## config.mk

```make
export PLATFORM = sky130hd
export DESIGN_NAME = tterm_ctrl
export DESIGN_NICKNAME = d
export VERILOG_FILES = /design/src/rtl/core/tterm_pkg.sv /design/src/rtl/core/tterm_ctrl.sv
export SDC_FILE = /design/constraint.sdc
export NUM_CORES = 1
export LEC_CHECK = 0
export CAP_MARGIN = 15
export CORE_MARGIN = 5
export CORE_UTILIZATION = 65
export DETAILED_ROUTE_END_ITERATION = 6
export DONT_BUFFER_PORTS = 1
export PLACE_DENSITY = 0.89
export SLEW_MARGIN = 20
export SYNTH_ARGS = -nofsm -noshare
export SYNTH_HDL_FRONTEND = slang
export SYNTH_SLANG_ARGS = --single-unit
```

## constraint.sdc

```tcl
create_clock -name clk -period 4.1 [get_ports clk]
set_input_delay 0.205 -clock clk [delete_from_list [all_inputs] [get_ports clk]]
set_output_delay 0.205 -clock clk [all_outputs]
set_load 0.1 [all_outputs]
```

## src/rtl/core/tterm_pkg.sv

```systemverilog
// Shared types, codes and helpers for the text terminal cell writer.
package tterm_pkg;

    // Default screen geometry.
    localparam int COLUMNS_DEF = 80;
    localparam int ROWS_DEF    = 25;

    // Attribute byte after reset.
    localparam logic [7:0] COLOR_RESET = 8'h07;

    // Characters with a meaning of their own.
    localparam logic [7:0] CHR_NEWLINE = 8'h0A;
    localparam logic [7:0] CHR_RETURN  = 8'h0D;
    localparam logic [7:0] CHR_SPACE   = 8'h20;

    // Operation codes.
    localparam logic [1:0] OP_PUT   = 2'd0;
    localparam logic [1:0] OP_HEX   = 2'd1;
    localparam logic [1:0] OP_CLEAR = 2'd2;
    localparam logic [1:0] OP_READ  = 2'd3;

    typedef struct packed {
        logic [1:0] operation;
        logic [7:0] char_code;
        logic [6:0] read_col;
        logic [4:0] read_row;
    } in_item_t;

    typedef struct packed {
        logic [6:0] cursor_col;
        logic [4:0] cursor_row;
        logic [7:0] cell_char;
        logic [7:0] cell_color;
    } out_item_t;

    typedef enum logic [2:0] {
        ST_IDLE,
        ST_PUT,
        ST_COPY,
        ST_FILL,
        ST_CLEAR,
        ST_READ,
        ST_READ_WAIT,
        ST_DONE
    } tterm_state_t;

    // Upper-case hex digit for one nibble.
    function automatic logic [7:0] hex_digit(input logic [3:0] nibble);
        logic [7:0] digit;
        if (nibble < 4'd10)
        begin
            digit = 8'h30 + {4'h0, nibble};
        end
        else
        begin
            digit = 8'h37 + {4'h0, nibble};
        end
        return digit;
    endfunction

endpackage

```

## src/rtl/core/tterm_ctrl.sv

```systemverilog
// Operation sequencer: cursor, put/hex/clear/read, and the scroll sweep.
module tterm_ctrl
    import tterm_pkg::*;
#(
    parameter int COLUMNS = COLUMNS_DEF,
    parameter int ROWS    = ROWS_DEF,
    parameter int ADDR_W  = $clog2(COLUMNS_DEF * ROWS_DEF)
)
(
    input  logic              clk,
    input  logic              rst_n,
    input  logic              in_valid,
    output logic              in_stall,
    input  in_item_t          in_item,
    input  logic              cfg_write,
    input  logic [7:0]        cfg_data,
    output logic              res_valid,
    input  logic              res_ready,
    output out_item_t         res,
    output logic              mem_we,
    output logic [ADDR_W-1:0] mem_waddr,
    output logic [15:0]       mem_wdata,
    output logic [ADDR_W-1:0] mem_raddr,
    input  logic [15:0]       mem_rdata
);

    localparam int COL_W  = $clog2(COLUMNS);
    localparam int LINE_W = $clog2(ROWS);
    localparam int CELLS  = COLUMNS * ROWS;
    localparam int COPY_N = COLUMNS * (ROWS - 1);

    tterm_state_t      state_reg, state_next;
    logic [COL_W-1:0]  col_reg, col_next;
    logic [LINE_W-1:0] line_reg, line_next;
    logic [ADDR_W-1:0] cnt_reg, cnt_next;
    logic              hex_pend_reg, hex_pend_next;
    logic [7:0]        color_reg;
    logic [7:0]        ch_reg, ch_next;
    logic [7:0]        second_reg, second_next;
    logic [15:0]       cell_reg, cell_next;
    in_item_t          in_reg, in_next;

    logic              accept;
    logic [COL_W:0]    col_step;
    logic [LINE_W:0]   line_step;
    logic              scroll;
    logic [ADDR_W-1:0] cursor_addr;
    logic [ADDR_W-1:0] read_addr;
    logic              read_ok;
    logic [COL_W+6:0]  col_ext;
    logic [LINE_W+4:0] line_ext;

    assign accept   = in_valid && !in_stall;
    assign in_stall = (state_reg != ST_IDLE);

    // Linear addresses of the cursor cell and of the requested cell
    assign cursor_addr = ADDR_W'(32'(line_reg) * 32'(COLUMNS) + 32'(col_reg));
    assign read_addr   = ADDR_W'(32'(in_reg.read_row) * 32'(COLUMNS) + 32'(in_reg.read_col));
    assign read_ok     = (32'(in_reg.read_col) < 32'(COLUMNS))
                      && (32'(in_reg.read_row) < 32'(ROWS));

    // Cursor movement for the character in ch_reg
    always_comb
    begin
        col_step  = {1'b0, col_reg};
        line_step = {1'b0, line_reg};
        if (ch_reg == CHR_NEWLINE)
        begin
            line_step = line_step + 1'b1;
        end
        else if (ch_reg == CHR_RETURN)
        begin
            col_step = '0;
        end
        else
        begin
            col_step = col_step + 1'b1;
        end
        if (col_step >= (COL_W+1)'(COLUMNS))
        begin
            col_step  = '0;
            line_step = line_step + 1'b1;
        end
        scroll = (line_step >= (LINE_W+1)'(ROWS));
        if (scroll)
        begin
            line_step = (LINE_W+1)'(ROWS - 1);
        end
    end

    // Hold the attribute register
    always_ff @(posedge clk or negedge rst_n)
    begin
        if (!rst_n)
        begin
            color_reg <= COLOR_RESET;
        end
        else if (cfg_write)
        begin
            color_reg <= cfg_data;
        end
    end

    // Control state
    always_ff @(posedge clk or negedge rst_n)
    begin
        if (!rst_n)
        begin
            state_reg    <= ST_IDLE;
            col_reg      <= '0;
            line_reg     <= '0;
            cnt_reg      <= '0;
            hex_pend_reg <= 1'b0;
        end
        else
        begin
            state_reg    <= state_next;
            col_reg      <= col_next;
            line_reg     <= line_next;
            cnt_reg      <= cnt_next;
            hex_pend_reg <= hex_pend_next;
        end
    end

    // Payload registers
    always_ff @(posedge clk)
    begin
        ch_reg     <= ch_next;
        second_reg <= second_next;
        cell_reg   <= cell_next;
        in_reg     <= in_next;
    end

    // Next state, memory port and result
    always_comb
    begin
        state_next    = state_reg;
        col_next      = col_reg;
        line_next     = line_reg;
        cnt_next      = cnt_reg;
        hex_pend_next = hex_pend_reg;
        ch_next       = ch_reg;
        second_next   = second_reg;
        cell_next     = cell_reg;
        in_next       = in_reg;
        mem_we        = 1'b0;
        mem_waddr     = cnt_reg;
        mem_wdata     = {color_reg, CHR_SPACE};
        mem_raddr     = read_addr;
        res_valid     = 1'b0;

        case (state_reg)
            ST_IDLE:
            begin
                if (accept)
                begin
                    in_next       = in_item;
                    cnt_next      = '0;
                    cell_next     = '0;
                    hex_pend_next = 1'b0;
                    ch_next       = in_item.char_code;
                    case (in_item.operation)
                        OP_PUT:
                        begin
                            state_next = ST_PUT;
                        end
                        OP_HEX:
                        begin
                            ch_next       = hex_digit(in_item.char_code[7:4]);
                            second_next   = hex_digit(in_item.char_code[3:0]);
                            hex_pend_next = 1'b1;
                            state_next    = ST_PUT;
                        end
                        OP_CLEAR:
                        begin
                            state_next = ST_CLEAR;
                        end
                        OP_READ:
                        begin
                            state_next = ST_READ;
                        end
                        default:
                        begin
                            state_next = ST_IDLE;
                        end
                    endcase
                end
            end

            ST_PUT:
            begin
                // Store a printable byte at the cursor and move the cursor
                mem_we    = (ch_reg != CHR_NEWLINE) && (ch_reg != CHR_RETURN);
                mem_waddr = cursor_addr;
                mem_wdata = {color_reg, ch_reg};
                col_next  = col_step[COL_W-1:0];
                line_next = line_step[LINE_W-1:0];
                if (scroll)
                begin
                    cnt_next   = '0;
                    state_next = ST_COPY;
                end
                else if (hex_pend_reg)
                begin
                    ch_next       = second_reg;
                    hex_pend_next = 1'b0;
                end
                else
                begin
                    state_next = ST_DONE;
                end
            end

            ST_COPY:
            begin
                // Read a row below, write the cell fetched last cycle one row up
                mem_raddr = ADDR_W'(32'(cnt_reg) + 32'(COLUMNS));
                mem_we    = (cnt_reg != '0);
                mem_waddr = cnt_reg - 1'b1;
                mem_wdata = mem_rdata;
                if (32'(cnt_reg) == COPY_N)
                begin
                    state_next = ST_FILL;
                end
                else
                begin
                    cnt_next = cnt_reg + 1'b1;
                end
            end

            ST_FILL:
            begin
                // Blank the bottom row
                mem_we = 1'b1;
                if (32'(cnt_reg) == CELLS - 1)
                begin
                    if (hex_pend_reg)
                    begin
                        ch_next       = second_reg;
                        hex_pend_next = 1'b0;
                        state_next    = ST_PUT;
                    end
                    else
                    begin
                        state_next = ST_DONE;
                    end
                end
                else
                begin
                    cnt_next = cnt_reg + 1'b1;
                end
            end

            ST_CLEAR:
            begin
                // Blank every cell, then home the cursor
                mem_we = 1'b1;
                if (32'(cnt_reg) == CELLS - 1)
                begin
                    col_next   = '0;
                    line_next  = '0;
                    state_next = ST_DONE;
                end
                else
                begin
                    cnt_next = cnt_reg + 1'b1;
                end
            end

            ST_READ:
            begin
                state_next = ST_READ_WAIT;
            end

            ST_READ_WAIT:
            begin
                cell_next  = read_ok ? mem_rdata : 16'h0000;
                state_next = ST_DONE;
            end

            ST_DONE:
            begin
                res_valid = 1'b1;
                if (res_ready)
                begin
                    state_next = ST_IDLE;
                end
            end

            default:
            begin
                state_next = ST_IDLE;
            end
        endcase
    end

    // Result fields, cursor masked to the output widths
    assign col_ext  = (COL_W+7)'(col_reg);
    assign line_ext = (LINE_W+5)'(line_reg);
    assign res.cursor_col = col_ext[6:0];
    assign res.cursor_row = line_ext[4:0];
    assign res.cell_char  = cell_reg[7:0];
    assign res.cell_color = cell_reg[15:8];

`ifndef SYNTH
    a_col_range: assert property (@(posedge clk) disable iff (!rst_n)
        32'(col_reg) < COLUMNS)
        else $error("cursor column out of range");

    a_line_range: assert property (@(posedge clk) disable iff (!rst_n)
        32'(line_reg) < ROWS)
        else $error("cursor row out of range");

    a_we_states: assert property (@(posedge clk) disable iff (!rst_n)
        mem_we |-> (state_reg == ST_PUT || state_reg == ST_COPY
                    || state_reg == ST_FILL || state_reg == ST_CLEAR))
        else $error("memory write outside a writing state");

    a_accept_busy: assert property (@(posedge clk) disable iff (!rst_n)
        accept |=> (state_reg != ST_IDLE))
        else $error("accepted transfer did not start work");
`endif

endmodule

```

==> Word-level counts from Yosys, hierarchy flattened <==
Index checks and enable logic that the tools add are counted.
{ "totals": {"in_bits": 51, "word_cells": 124, "out_inout_bits": 69, "register_bits": 79} }
{ "op_classes": {"order_cmp": 6, "n_eq_ne": 26, "reduce_logical": 21, "multipliers": 2, "n_addsub": 12, "n_mux": 46} }
{ "ops": {"columns": ["operator", "n"], "rows": [
  ["16-bit one-hot mux with 2 select lines", 2],
  ["8-bit 2-to-1 mux", 7],
  ["11-bit 2-to-1 mux", 5],
  ["11-bit one-hot mux with 4 select lines", 1],
  ["16-bit 2-to-1 mux", 2],
  ["6-bit by 4-bit adder with 7-bit output (first input constant)", 4],
  ["7-bit 2-to-1 mux", 4],
  ["3-bit 2-to-1 mux", 8],
  ["3-bit one-hot mux with 8 select lines", 1],
  ["8-bit one-hot mux with 3 select lines", 1],
  ["11-bit by 7-bit adder with 11-bit output", 2],
  ["11-bit == test (second input constant)", 2],
  ["11-bit one-hot mux with 2 select lines", 1],
  ["2-bit != test (second input constant)", 9],
  ["8-bit by 4-bit == test with 1-bit output (second input constant)", 2],
  ["8-bit by 4-bit != test with 1-bit output (second input constant)", 2],
  ["5-bit by 3-bit multiplier with 7-bit output (second input constant)", 2],
  ["7-bit one-hot mux with 2 select lines", 1],
  ["3-bit == test (second input constant)", 4],
  ["6-bit 2-to-1 mux", 2],
  ["11-bit by 1-bit adder with 11-bit output (second input constant)", 1],
  ["11-bit by 7-bit adder with 11-bit output (second input constant)", 1],
  ["11-bit nonzero test", 1],
  ["11-bit by 1-bit subtractor with 11-bit output (second input constant)", 1],
  ["other kinds (31)", 47]
]} }

==> Longest topological paths before layout <==
{ "logic_depth": {"depth_word": 8, "depth_mapped": 13} }

==> Least setup slack after synthesis <==
No wires, ideal clock.
{ "synth_timing": {"path_type": "reg-to-output", "from": "reg cnt_reg[0]", "to": "out mem_waddr[10]", "arrival_ns": 4.565, "slack_ns": -0.670, "path_stages_with_launch": 7, "n_path_buf": 0, "cell_sequence": "dfrtp_1 > inv_1 > ha_1 > or3b_2 > nand2_1 > nand4_1 > o41ai_1"} }
{ "synth_via": {"elab_chain_len": 2} }
{ "synth_lines": {"columns": ["item", "line", "text"], "rows": [
  ["from (decl)", "tterm_ctrl.sv:35", "logic [ADDR_W-1:0] cnt_reg, cnt_next;"],
  ["from (signal assigned)", "tterm_ctrl.sv:120", "cnt_reg <= cnt_next;"],
  ["11-bit by 1-bit subtractor with 11-bit output", "tterm_ctrl.sv:219", "mem_waddr = cnt_reg - 1'b1;"],
  ["11-bit one-hot mux with 2 select lines", "tterm_ctrl.sv:152", "case (state_reg)"],
  ["to (decl)", "tterm_ctrl.sv:21", "output logic [ADDR_W-1:0] mem_waddr,"]
]} }
Every way passes these cells.

==> Final worst setup path <==
{ "layout_timing": {"from": "reg ch_reg[1]", "to": "reg ch_reg[5] (enable)"} }
{ "layout_via": {"elab_chain_len": 8} }
{ "layout_lines": {"columns": ["item", "line", "text"], "rows": [
  ["from (decl)", "tterm_ctrl.sv:38", "logic [7:0] ch_reg, ch_next;"],
  ["from (signal assigned)", "tterm_ctrl.sv:128", "ch_reg <= ch_next;"],
  ["8-bit by 4-bit == test with 1-bit output", "tterm_ctrl.sv:71", "else if (ch_reg == CHR_RETURN)"],
  ["8-bit 2-to-1 mux", "tterm_ctrl.sv:71", null],
  ["8-bit 2-to-1 mux", "tterm_ctrl.sv:67", "if (ch_reg == CHR_NEWLINE)"],
  ["8-bit by 7-bit >= comparator with 1-bit output", "tterm_ctrl.sv:79", "if (col_step >= (COL_W+1)'(COLUMNS))"],
  ["6-bit 2-to-1 mux *", "tterm_ctrl.sv:79", null],
  ["6-bit by 5-bit >= comparator with 1-bit output *", "tterm_ctrl.sv:84", "scroll = (line_step >= (LINE_W+1)'(ROWS));"],
  ["2-bit != test (no source line) *", null, null],
  ["4-bit AND reduction (no source line) *", null, null]
]} }
Mark *: on every way between the ends. The rest lies on a longest branch, timed or not.
A chain may end at the register's enable or synchronous reset.

==> impl_metrics.xml <==
<?xml version="1.0" encoding="UTF-8"?>
<metrics>
  <group name="outcome">
    <metric name="outcome" unit="">finished, final reports clean</metric>
  </group>
  <group name="die">
    <metric name="top_level_ports" unit="">120</metric>
    <metric name="placement_rows" unit="">34</metric>
    <metric name="fp.dieW" unit="um">103</metric>
    <metric name="core_area" unit="sq um">8590</metric>
    <metric name="fp.dieArea" unit="sq um">10600</metric>
    <metric name="fp.dieH" unit="um">103</metric>
    <metric name="floorplan.initialDensity" unit="">0.654</metric>
  </group>
  <group name="critical_path">
    <metric name="cp_data_required_time" unit="ps">4160</metric>
    <metric name="timing.critical_path.fanout_max" unit="">8</metric>
    <metric name="crit_arrival" unit="ps">3930</metric>
    <metric name="critPathMaxStageDelay" unit="ps">640</metric>
    <metric name="worstSetupPathType" unit="">reg -&gt; reg</metric>
    <metric name="crit_buf_inv" unit="">0</metric>
    <metric name="top_family_by_delay_on_critical_path" unit="">simple AND/OR/NAND/NOR gates</metric>
    <metric name="setup.worst_path.start" unit="">ch_reg[1]$_DFFE_PP_</metric>
    <metric name="crit_path_top_delay_cell" unit="">sky130_fd_sc_hd__nor4bb_1</metric>
    <metric name="worstSetupEndpointType" unit="">register</metric>
    <metric name="regToRegStartpoint" unit="">ch_reg[1]$_DFFE_PP_</metric>
    <metric name="critical_path_depth" unit="">10</metric>
    <metric name="cp-start-kind" unit="">register</metric>
    <metric name="r2r_cells" unit="">10</metric>
    <metric name="crit_path_cell_trace" unit="">nor4bb_1 &gt; nand2_2 &gt; xnor2_1 &gt; ha_1 &gt; xor2_1 &gt; nand3b_1 &gt; and4b_1 &gt; or4_4 &gt; a41o_1 &gt; o211a_1</metric>
  </group>
  <group name="timing">
    <metric name="final_max_slew_viol_count" unit="">0</metric>
    <metric name="grt_setup_unrepaired" unit="">no</metric>
    <metric name="tightestPinTransition" unit="ps">1130</metric>
    <metric name="final_period_minus_worst_setup_slack" unit="ps">3880</metric>
    <metric name="period_utilisation_layout" unit="">0.945</metric>
    <metric name="setup_viol" unit="">0</metric>
    <metric name="layout_setup_ws" unit="ps">225</metric>
    <metric name="timing.slew.headroom" unit="">0.244</metric>
    <metric name="skew" unit="ps">9.74</metric>
    <metric name="timing_hold_violations_final" unit="">0</metric>
    <metric name="max_freq" unit="MHz">258</metric>
    <metric name="totalNegativeSetupSlack" unit="ps">0</metric>
  </group>
  <group name="synth">
    <metric name="ys.warnings.count" unit="">0</metric>
    <metric name="synth-seq-cells" unit="">78</metric>
    <metric name="synth_seq_area_share" unit="">0.386</metric>
    <metric name="synth-edff-count" unit="">43</metric>
    <metric name="postSynth.topFlopCell" unit="">sky130_fd_sc_hd__edfxtp_1</metric>
    <metric name="synthDominantCellAreaShare" unit="">0.230</metric>
    <metric name="synth.top_cells.by_area" unit="">sky130_fd_sc_hd__edfxtp_1 (23%), sky130_fd_sc_hd__dfrtp_1 (14%), sky130_fd_sc_hd__ha_1 (6.5%)</metric>
    <metric name="syn-instance-count" unit="">622</metric>
    <metric name="postSynth.asyncResetShare" unit="">0.449</metric>
    <metric name="syn_area_per_cell" unit="sq um">9.04</metric>
    <metric name="synthDistinctLibCells" unit="">75</metric>
    <metric name="synth_fp_nets" unit="">706</metric>
    <metric name="synth.largest_area_cell" unit="">sky130_fd_sc_hd__edfxtp_1</metric>
    <metric name="syn_area" unit="sq um">5620</metric>
  </group>
  <group name="global_route">
    <metric name="wire_length_of_the_first_global_routing_pass" unit="mm">26.4</metric>
    <metric name="antenna_found_initial" unit="">0</metric>
    <metric name="vias_in_the_first_global_route" unit="">5219</metric>
    <metric name="grt_max_degree" unit="">36</metric>
    <metric name="overflow" unit="">0</metric>
    <metric name="global_route_usage_sum" unit="">0.325</metric>
  </group>
  <group name="placed_design">
    <metric name="port_buffers" unit="">0</metric>
    <metric name="gp_congestion" unit="">1.08</metric>
    <metric name="hpwl_detailed" unit="mm">12.5</metric>
    <metric name="pre_cts_ws" unit="ps">276</metric>
  </group>
  <group name="clocking">
    <metric name="cts_post_setup_buffers_inserted" unit="">0</metric>
    <metric name="cts.sinks" unit="">78</metric>
    <metric name="cts_tree" unit="">done</metric>
    <metric name="cts.root.buffer_cell" unit="">sky130_fd_sc_hd__clkbuf_8</metric>
    <metric name="cts.reportedPaths.clkPinSlew" unit="ps">80</metric>
    <metric name="cts.path.max_buffers" unit="">2</metric>
    <metric name="clkLatencyLatePin" unit="ps">350</metric>
    <metric name="cts-buffers-inserted" unit="">9</metric>
    <metric name="h-tree-depth" unit="">3</metric>
  </group>
  <group name="hold_path">
    <metric name="timing.hold.worst.start" unit="">cfg_data[5]</metric>
    <metric name="worstHoldPathCells" unit="">1</metric>
    <metric name="worstHoldPathType" unit="">in -&gt; reg</metric>
  </group>
  <group name="routing">
    <metric name="post_drt_wl_per_cell" unit="um">21.9</metric>
    <metric name="detailroute.via_count" unit="">5326</metric>
    <metric name="via_per_inst" unit="">6.80</metric>
    <metric name="wl" unit="mm">17.1</metric>
    <metric name="detail_route.iter0.violations" unit="">522</metric>
    <metric name="drc" unit="">0</metric>
    <metric name="detailed_routing_iteration_count_for_the_pre_antenna_repair_pass" unit="">7</metric>
    <metric name="antenna_violating_nets_post_route" unit="">0</metric>
  </group>
  <group name="power_and_ir_drop">
    <metric name="power.leakage" unit="nW">2.79</metric>
    <metric name="irDropWorstVdd" unit="V">0.000592</metric>
    <metric name="power_per_cell_area" unit="nW/um^2">772</metric>
  </group>
  <group name="layout">
    <metric name="diodes" unit="">0</metric>
    <metric name="layout_cell_share_with_drive_strength_beyond_1" unit="">0.161</metric>
    <metric name="fin_nets" unit="">754</metric>
    <metric name="syn2layout_area_growth" unit="%">16.2</metric>
    <metric name="largest_register_ffs" unit="">16</metric>
    <metric name="layout_common_cells" unit="">sky130_fd_sc_hd__nand2_1 (82), sky130_fd_sc_hd__buf_4 (49), sky130_fd_sc_hd__nor2_1 (45), sky130_fd_sc_hd__edfxtp_1 (43), sky130_fd_sc_hd__a21oi_1 (41)</metric>
    <metric name="fill_cells" unit="">540</metric>
    <metric name="final_common_cell" unit="">sky130_fd_sc_hd__nand2_1</metric>
  </group>
  <group name="job">
    <metric name="drv_cap" unit="">0</metric>
  </group>
</metrics>
-- metrics by stage --
stage / cells / instance area (sq um) / power (W) / hold WS [ps] / utilization
finish: 783 / 6530 / 0.00504 / 9.07 / 0.760
global route: 783 / 6530 / 0.00523 / 1.53 / 0.760
CTS: 781 / 6510 / 0.00500 / 1.97 / 0.758
detailed placement: 747 / 6080 / 0.00427 / -87.6 / 0.708
global placement: 747 / 6080 / 0.00420 / -88.0 / 0.708
floorplan: 622 / 5630 / 0.00362 / -90.6 / -
-- power by group --
part / switching, W / internal [W] / total, W
Combinational: 0.00234 / 0.000669 / 0.00301
Clock: 0.000297 / 0.000407 / 0.000705
Sequential: 0.000346 / 0.000985 / 0.00133
-- Yosys cell counts, types with 4 or more instances --
master                     count
sky130_fd_sc_hd__a21o_1        8
sky130_fd_sc_hd__a21oi_1      44
sky130_fd_sc_hd__a22o_1       11
sky130_fd_sc_hd__a31oi_1       7
sky130_fd_sc_hd__and2_1       20
sky130_fd_sc_hd__and3_1        9
sky130_fd_sc_hd__clkbuf_1     29
sky130_fd_sc_hd__dfrtp_1      32
sky130_fd_sc_hd__edfxtp_1     43
sky130_fd_sc_hd__fa_1          4
sky130_fd_sc_hd__ha_1         29
sky130_fd_sc_hd__inv_1        22
sky130_fd_sc_hd__mux2_2        9
sky130_fd_sc_hd__mux2i_1       5
sky130_fd_sc_hd__nand2_1      82
sky130_fd_sc_hd__nand2b_1      8
sky130_fd_sc_hd__nand3_1      16
sky130_fd_sc_hd__nand4_1       6
sky130_fd_sc_hd__nor2_1       45
sky130_fd_sc_hd__nor2b_1       5
sky130_fd_sc_hd__nor3_1       18
sky130_fd_sc_hd__o21ai_0      43
sky130_fd_sc_hd__o221ai_1      4
sky130_fd_sc_hd__o22ai_1       6
sky130_fd_sc_hd__o31ai_1       7
sky130_fd_sc_hd__or3_1         5
sky130_fd_sc_hd__xnor2_1      20
sky130_fd_sc_hd__xor2_1       12
-- final cells by class --
class	count	area, sq um	area share
Clock inverter	5	106	0.0163
Clock buffer	11	131	0.0201
Timing Repair Buffer	69	578	0.0885
Multi-Input combinational cell	490	3330	0.509
Tap cell	108	135	0.0207
Sequential cell	78	2170	0.332
Inverter	22	82.6	0.0126
-- cells by family (layout without fill, tap and decap cells) --
group                      after synthesis  after routing  synth area share
AOI/OAI and AO/OA                      168            168             0.201
xor gates and xnor gates                32             32            0.0499
adders and majority gates               33             33            0.0788
buffers and inverters                   54            107            0.0374
DFF                                     78             78             0.386
muxes                                   14             14            0.0269
and+or+nand+nor                        243            243             0.220
-- metal layers --
layer,GRT usage,wire length (um)
met1,0.400,6250
met2,0.548,8160
met3,0.0778,2030
met4,0.131,689
met5,0,0
-- worst paths after layout --
check | endpoint | slack [ps]
max in group asynchronous | color_reg[1]$_DFFE_PN1P_ | 3530
setup / recovery | ch_reg[5]$_DFFE_PP_ | 220
setup reg to reg | ch_reg[5]$_DFFE_PP_ | 220
hold reg to reg | color_reg[3]$_DFFE_PN0P_ | 520
min in group asynchronous | cnt_reg[3]$_DFFE_PN0P_ | 310
hold / removal | color_reg[5]$_DFFE_PN0P_ | 9
-- worst reg2reg max path, stage by stage (launching register included) --
cell and delay, ps:
sky130_fd_sc_hd__edfxtp_1 460, sky130_fd_sc_hd__nor4bb_1 640, sky130_fd_sc_hd__nand2_2 210, sky130_fd_sc_hd__xnor2_1 280, sky130_fd_sc_hd__ha_1 330, sky130_fd_sc_hd__xor2_1 210, sky130_fd_sc_hd__nand3b_1 100, sky130_fd_sc_hd__and4b_1 250
sky130_fd_sc_hd__or4_4 580, sky130_fd_sc_hd__a41o_1 260, sky130_fd_sc_hd__o211a_1 270
-- what timing repair did --
item / 4_1_cts / 5_1_grt
gates resized for setup: 0 / 0
hold endpoints to repair: 51 / 2
hold buffers: 18 / 2
No activity file was read; power rests on OpenSTA's default activity.
